## config.mk

```make
export PLATFORM = sky130hd
export DESIGN_NAME = ssnd_ctrl
export DESIGN_NICKNAME = d
export VERILOG_FILES = /design/src/sv/ssnd_pkg.sv /design/src/sv/ssnd_ctrl.sv
export SDC_FILE = /design/constraint.sdc
export NUM_CORES = 1
export LEC_CHECK = 0
export BUFFER_PORTS_ARGS = -buffer_cell sky130_fd_sc_hd__clkbuf_2
export CAP_MARGIN = 10
export CORE_AREA = 5 5 42 44
export DETAILED_ROUTE_END_ITERATION = 10
export DIE_AREA = 0 0 47 49
export HOLD_SLACK_MARGIN = 0.08
export PLACE_DENSITY_LB_ADDON = 0.3
export SYNTH_ARGS = -nofsm -noshare
export SYNTH_HDL_FRONTEND = slang
export SYNTH_SLANG_ARGS = --single-unit
```

## constraint.sdc

```tcl
create_clock -name clk -period 1.5 [get_ports clk]
set_clock_uncertainty 0.15 [all_clocks]
set_input_delay 0.3 -clock clk [delete_from_list [all_inputs] [get_ports clk]]
set_output_delay 0.3 -clock clk [all_outputs]
set_load 0.02 [all_outputs]
```

## src/sv/ssnd_pkg.sv

```systemverilog
// Shared types and constants for the servo scan nearest-distance controller.
// No dependencies; every other file in this folder but ssnd_ram imports it.
package ssnd_pkg;

	localparam int TABLE_DEPTH = 512;
	localparam int TAB_AW      = $clog2(TABLE_DEPTH);
	localparam int CNT_W       = $clog2(TABLE_DEPTH + 1);

	localparam int ANGLE_W    = 10;
	localparam int DIST_W     = 16;
	localparam int KIND_W     = 2;
	localparam int MODE_W     = 2;
	localparam int PASS_W     = 2;
	localparam int TAB_W      = ANGLE_W + DIST_W;
	localparam int CFG_IDX_W  = 3;
	localparam int CFG_DATA_W = 16;

	// register indexes on the configuration port
	localparam logic [CFG_IDX_W-1:0] REG_MODE     = 3'd0;
	localparam logic [CFG_IDX_W-1:0] REG_ANGLE_A  = 3'd1;
	localparam logic [CFG_IDX_W-1:0] REG_ANGLE_B  = 3'd2;
	localparam logic [CFG_IDX_W-1:0] REG_TARGET   = 3'd3;
	localparam logic [CFG_IDX_W-1:0] REG_MIN_ANG  = 3'd4;
	localparam logic [CFG_IDX_W-1:0] REG_MAX_ANG  = 3'd5;
	localparam logic [CFG_IDX_W-1:0] REG_STEP     = 3'd6;

	localparam logic [ANGLE_W-1:0] MAX_ANGLE_RST = 10'd180;
	localparam logic [ANGLE_W-1:0] STEP_RST      = 10'd1;

	// operating modes; the fourth code has no meaning
	localparam logic [MODE_W-1:0] MODE_FIXED = 2'd0;
	localparam logic [MODE_W-1:0] MODE_RANGE = 2'd1;
	localparam logic [MODE_W-1:0] MODE_SCAN  = 2'd2;

	localparam logic ACT_START = 1'b0;
	localparam logic ACT_MEAS  = 1'b1;

	localparam logic [KIND_W-1:0] KIND_MOVE   = 2'd0;
	localparam logic [KIND_W-1:0] KIND_TELEM  = 2'd1;
	localparam logic [KIND_W-1:0] KIND_REJECT = 2'd2;

	localparam logic [PASS_W-1:0] PASS_DONE = 2'd2;
	localparam logic [PASS_W-1:0] PASS_MAX  = 2'd3;

	typedef enum logic [2:0] {
		ST_IDLE,
		ST_EVAL,
		ST_MOVE,
		ST_SEARCH,
		ST_DRAIN,
		ST_BEST_MOVE,
		ST_BEST_REPORT
	} ssnd_state_t;

	typedef enum logic [2:0] {
		EMIT_NONE,
		EMIT_START,
		EMIT_TELEM,
		EMIT_MOVE,
		EMIT_BEST_MOVE,
		EMIT_BEST_TELEM
	} ssnd_emit_t;

	typedef struct packed {
		logic       latch;
		logic       start_apply;
		ssnd_emit_t emit;
		logic       last;
		logic       sweep;
		logic       store;
		logic       count_pass;
		logic       stop;
		logic       search_clear;
		logic       search_read;
		logic       best_take;
	} ssnd_cmd_t;

	typedef struct packed {
		logic              action;
		logic              running;
		logic [MODE_W-1:0] mode;
		logic              pass_done;
		logic              search_end;
	} ssnd_stat_t;

endpackage

```

## src/sv/ssnd_ctrl.sv

```systemverilog
// Sequencing state machine of the servo scan controller.
// Depends on ssnd_pkg; drives the datapath through ssnd_cmd_t.
module ssnd_ctrl (
	input  logic                clk,
	input  logic                arst_n,
	input  logic                start,
	output logic                busy,
	input  ssnd_pkg::ssnd_stat_t stat,
	output ssnd_pkg::ssnd_cmd_t  cmd
);

	import ssnd_pkg::*;

	ssnd_state_t state_q;
	ssnd_state_t state_nx;

	always_ff @(posedge clk or negedge arst_n) begin
		if (!arst_n) begin
			state_q <= ST_IDLE;
		end else begin
			state_q <= state_nx;
		end
	end

	always_comb begin
		state_nx = state_q;
		case (state_q)
			ST_IDLE: begin
				if (start) begin
					state_nx = ST_EVAL;
				end
			end
			ST_EVAL: begin
				state_nx = ST_IDLE;
				if (stat.action == ACT_MEAS && stat.running) begin
					if (stat.mode == MODE_RANGE) begin
						state_nx = ST_MOVE;
					end else if (stat.mode == MODE_SCAN) begin
						state_nx = stat.pass_done ? ST_SEARCH : ST_MOVE;
					end
				end
			end
			ST_MOVE:        state_nx = ST_IDLE;
			ST_SEARCH: begin
				if (stat.search_end) begin
					state_nx = ST_DRAIN;
				end
			end
			ST_DRAIN:       state_nx = ST_BEST_MOVE;
			ST_BEST_MOVE:   state_nx = ST_BEST_REPORT;
			ST_BEST_REPORT: state_nx = ST_IDLE;
			default:        state_nx = ST_IDLE;
		endcase
	end

	always_comb begin
		cmd  = '0;
		busy = (state_q != ST_IDLE);
		case (state_q)
			ST_IDLE: begin
				cmd.latch = start;
			end
			ST_EVAL: begin
				if (stat.action == ACT_START) begin
					cmd.start_apply = 1'b1;
					cmd.emit        = EMIT_START;
					cmd.last        = 1'b1;
				end else if (stat.running) begin
					case (stat.mode)
						MODE_FIXED: begin
							cmd.emit = EMIT_TELEM;
							cmd.last = 1'b1;
						end
						MODE_RANGE: begin
							cmd.emit  = EMIT_TELEM;
							cmd.sweep = 1'b1;
						end
						MODE_SCAN: begin
							cmd.store      = 1'b1;
							cmd.sweep      = 1'b1;
							cmd.count_pass = 1'b1;
							if (stat.pass_done) begin
								cmd.stop         = 1'b1;
								cmd.search_clear = 1'b1;
							end
						end
						default: begin
							// drop the measurement
							cmd.emit = EMIT_NONE;
						end
					endcase
				end
			end
			ST_MOVE: begin
				cmd.emit = EMIT_MOVE;
				cmd.last = 1'b1;
			end
			ST_SEARCH: begin
				cmd.search_read = 1'b1;
			end
			ST_DRAIN: begin
				cmd = '0;
			end
			ST_BEST_MOVE: begin
				cmd.emit      = EMIT_BEST_MOVE;
				cmd.best_take = 1'b1;
			end
			ST_BEST_REPORT: begin
				cmd.emit = EMIT_BEST_TELEM;
				cmd.last = 1'b1;
			end
			default: begin
				cmd = '0;
			end
		endcase
	end

endmodule

```

==> results by stage <==
Job:
- The reported max-cap violation count is 0.

GRT:
- The wire length of the first global-routing pass is 1650 um.
- The sum of overflow across all layers after global routing is 0.
- For this run, global-route usage on met1 was measured as 0.119.
- The number of global-route vias before repair came to 405.
- The number of antenna violations at the first check in global routing is 0.
- The busiest layer in global routing is met2.
- The global-route met2 utilization is 0.152.
- The maximum number of pins on one net before global-route repair is 7.
- For this run, the total global-route usage over all layers was measured as 0.0987.
- For met3 alone, demand over resource in global routing was 0.0148.

Final layout:
- At the end of the flow the core is filled with cells to 0.545.
- The repair_antennas step left the layout with diodes totalling 0.
- The register with the most flip-flops is state_q.
- The fraction of layout instances using a drive strength above 1 is 0.696.
- Once layout is complete, the cells apart from fillers number 95.
- The register with the most flip-flops in the layout has 3 of them.
- The largest registers in the layout are state_q: 3 flops.
- The net count of the finished layout is 92.
- The relative area change from synthesis to final layout is 125%.

Critical path:
- STA classifies the critical path endpoint as a primary output.
- In this run the critical register-to-register path is launched from state_q[1]$_DFFE_PN0P_.
- The worst register-to-register path ends at state_q[0]$_DFFE_PN0P_.
- The largest fanout of any net on the critical path is 5.
- STA puts the critical path data required time at 1050 ps.
- For the worst flop-to-flop path, the logic depth is 5.
- The setup slack of the worst register-to-register path is -50 ps.
- The critical path starts at state_q[1]$_DFFE_PN0P_.
- The worst setup path is of the register to primary output kind.
- At the worst endpoint, the arrival time is 1330 ps.
- The kind of start point of the critical path is a register.

Run status:
- The final reports fail on setup timing.
- The flow ran to the end, but the final reports show violations.

Floorplan:
- The initial utilization of the core area, before any placement, comes to 0.242.
- 23 I/O pins were placed.
- The die area is 2300 um^2.
- After floorplanning, the core was divided into 14 placement rows.
- The area of the core is 1400 um^2.
- The die is 47 um wide.
- The height of the chip is 49 um.

CTS:
- In this run the number of H-tree levels came out at 1.
- Clock-pin slew was measured on the worst setup and hold paths at 40 ps.
- TritonCTS built the clock tree.
- Counting along the longest clock path gives a buffer depth of 2.
- CTS saw 3 sinks.
- The clock insertion delay at the later pin of the skew report is 230 ps.
- The tree is rooted in a sky130_fd_sc_hd__clkbuf_4.
- TritonCTS created 3 clock buffers.

Min path:
- The worst min-delay path category is primary input to register.
- The worst hold path begins at stat[0].
- The hold-critical path endpoint is state_q[2]$_DFFE_PN0P_.
- The worst hold path depth is 3.

STA:
- The maximum clock frequency is 561 MHz.
- The transition time of the tightest slew-check pin is 155 ps.
- The fraction of the cycle the final worst path needs is 1.19.
- Setup repair after global routing could not meet its margin everywhere.
- The routed design could run at a clock period as short as 1780 ps.
- The final count of negative-setup-slack endpoints is 16.
- The final count of pins violating max slew was 0.
- The count of final hold-check violations was 0.
- The remaining max-slew budget at the tightest pin is 0.896.
- The final worst-path setup slack is -282 ps.
- The worst-case hold slack is 186 ps.

Routing:
- For this block, the routed nets add up to 1060 um of wire.
- The final antenna-violating net count is 0.
- The number of vias per cell after detailed routing is 4.48.
- The first detailed-routing pass took 3 iterations.
- In this run, the number of DRC markers left after iteration 0 of detailed routing was 1.
- The wire length per cell is 11.1 um.
- Detailed routing inserted a total of 426 vias.
- For this run, design rule violations remaining after detail routing come to 0.

Placed design:
- Timing analysis after detailed placement gives a worst setup slack of -142 ps.
- The number of port buffers is 22.
- The weighted congestion at the end of routability-driven global placement is 0.660.
- The cell total after placement is 84.
- The half-perimeter wire length after placement is 747 um.

Logic synthesis:
- The number of nets in the synthesized netlist is 52.
- By area the synthesized netlist is led by sky130_fd_sc_hd__dfrtp_1 (22%), sky130_fd_sc_hd__ha_1 (11%), sky130_fd_sc_hd__and4b_1 (5.9%).
- The cell type contributing the most total cell area after synthesis is sky130_fd_sc_hd__dfrtp_1.
- Of the post-synthesis cell area, the dominant cell type holds 0.221.
- A synthesized cell averages 8.48 um^2.
- The proportion of synthesized chip area in sequential cells is 0.221.
- The number of distinct library cells after synthesis is 22.
- The flip-flop and latch count after synthesis is 3.
- The cell count after synthesis came out at 40.
- Yosys printed 0 warnings.
- The post-synth design cell area is 339 um^2.

Power:
- The worst ir drop on vdd is 0.788 mV.
- The overall power of the completed layout is 1.28 mW.
- The analysis attributes to cell leakage a power of 0.398 nW.
- For this design the ratio of total power to cell area is 1680 nW/um^2.
## cell families (layout without fill, tap and decap cells)
| group | after synthesis | in the layout | synth area share |
|---|---|---|---|
| buffers and inverters | 6 | 45 | 0.0885 |
| adder cells (fa/ha/maj) | 3 | 3 | 0.111 |
| flip-flops | 3 | 3 | 0.221 |
| AO/OA/AOI/OAI | 9 | 9 | 0.185 |
| AND/OR/NAND/NOR | 19 | 19 | 0.395 |
## worst max path at each step
stage          slack, ps      to
2_1_floorplan       -110  cmd[3]
6_report            -280  cmd[3]
3_5_place_dp        -140  cmd[9]
4_1_cts             -270  cmd[3]
3_3_place_gp        -140  cmd[9]
5_1_grt             -350  cmd[3]
## worst max-delay path, cell delays in order (launching register included)
cell                      delay [ps]
sky130_fd_sc_hd__dfrtp_1         390
sky130_fd_sc_hd__nor2b_4         120
sky130_fd_sc_hd__and4_4          250
sky130_fd_sc_hd__and3_4          220
sky130_fd_sc_hd__buf_8           110
## layout make-up
class | count | area (um^2)
clock buffers | 4 | 26.3
fillers | 138 | 638
inverters | 4 | 15.0
multi-input cells | 31 | 290
flip-flops and latches | 3 | 75.1
well taps | 16 | 20.0
repair buffers | 37 | 337
## stage by stage
step	instance area (um^2)	setup TNS (ps)
4_1_cts	681	-2600
6_report	763	-2900
3_3_place_gp	522	-450
2_1_floorplan	354	-178
3_5_place_dp	522	-482
5_1_grt	763	-3990
## repair_timing
| action | CTS | global route |
|---|---|---|
| resized for setup | 30 | 20 |
| endpoints found under the hold margin | 3 | 0 |
| setup buffers | 1 | 5 |
| pin swaps | 4 | 7 |
| hold buffers | 1 | 0 |
| setup endpoints to repair | 14 | 16 |
## report_power, final
group | total (mW) | internal [mW] | switching, mW | leakage, nW
clock | 0.140 | 0.0996 | 0.0408 | 0.0150
combinational | 1.00 | 0.536 | 0.466 | 0.344
sequential | 0.142 | 0.118 | 0.0250 | 0.0392
## per-layer routing
| metal | wire (um) | vias up |
|---|---|---|
| li1 | - | 215 |
| met1 | 418 | 197 |
| met2 | 567 | 12 |
| met3 | 52 | 2 |
| met4 | 20 | 0 |
| met5 | 0 | - |
## cells in the final DEF, fill, tap and decap left out, drive strengths merged, types with 2 or more instances in the layout
master   count
buf         25
nand2        3
and2         3
o2bb2ai      2
and3         2
nor2b        2
o21ai        3
dfrtp        3
nor2         3
and4b        2
inv          4
clkbuf      15
ha           3
## cells in the mapped netlist
library cell,instances
sky130_fd_sc_hd__o2bb2ai_1,2
sky130_fd_sc_hd__nand2_1,3
sky130_fd_sc_hd__buf_4,2
sky130_fd_sc_hd__a21boi_0,1
sky130_fd_sc_hd__a21oi_1,1
sky130_fd_sc_hd__and4b_1,2
sky130_fd_sc_hd__nor2b_4,1
sky130_fd_sc_hd__and2_2,1
sky130_fd_sc_hd__and4_4,1
sky130_fd_sc_hd__o21ai_0,3
sky130_fd_sc_hd__or2_2,1
sky130_fd_sc_hd__and3_1,2
sky130_fd_sc_hd__nor2b_2,1
sky130_fd_sc_hd__nand2b_1,1
sky130_fd_sc_hd__nor2_1,3
sky130_fd_sc_hd__o31a_1,1
sky130_fd_sc_hd__a211o_1,1
sky130_fd_sc_hd__ha_1,3
sky130_fd_sc_hd__and3b_4,1
sky130_fd_sc_hd__inv_1,4
sky130_fd_sc_hd__dfrtp_1,3
sky130_fd_sc_hd__and2_1,2
(Power assumes the default switching activity.)
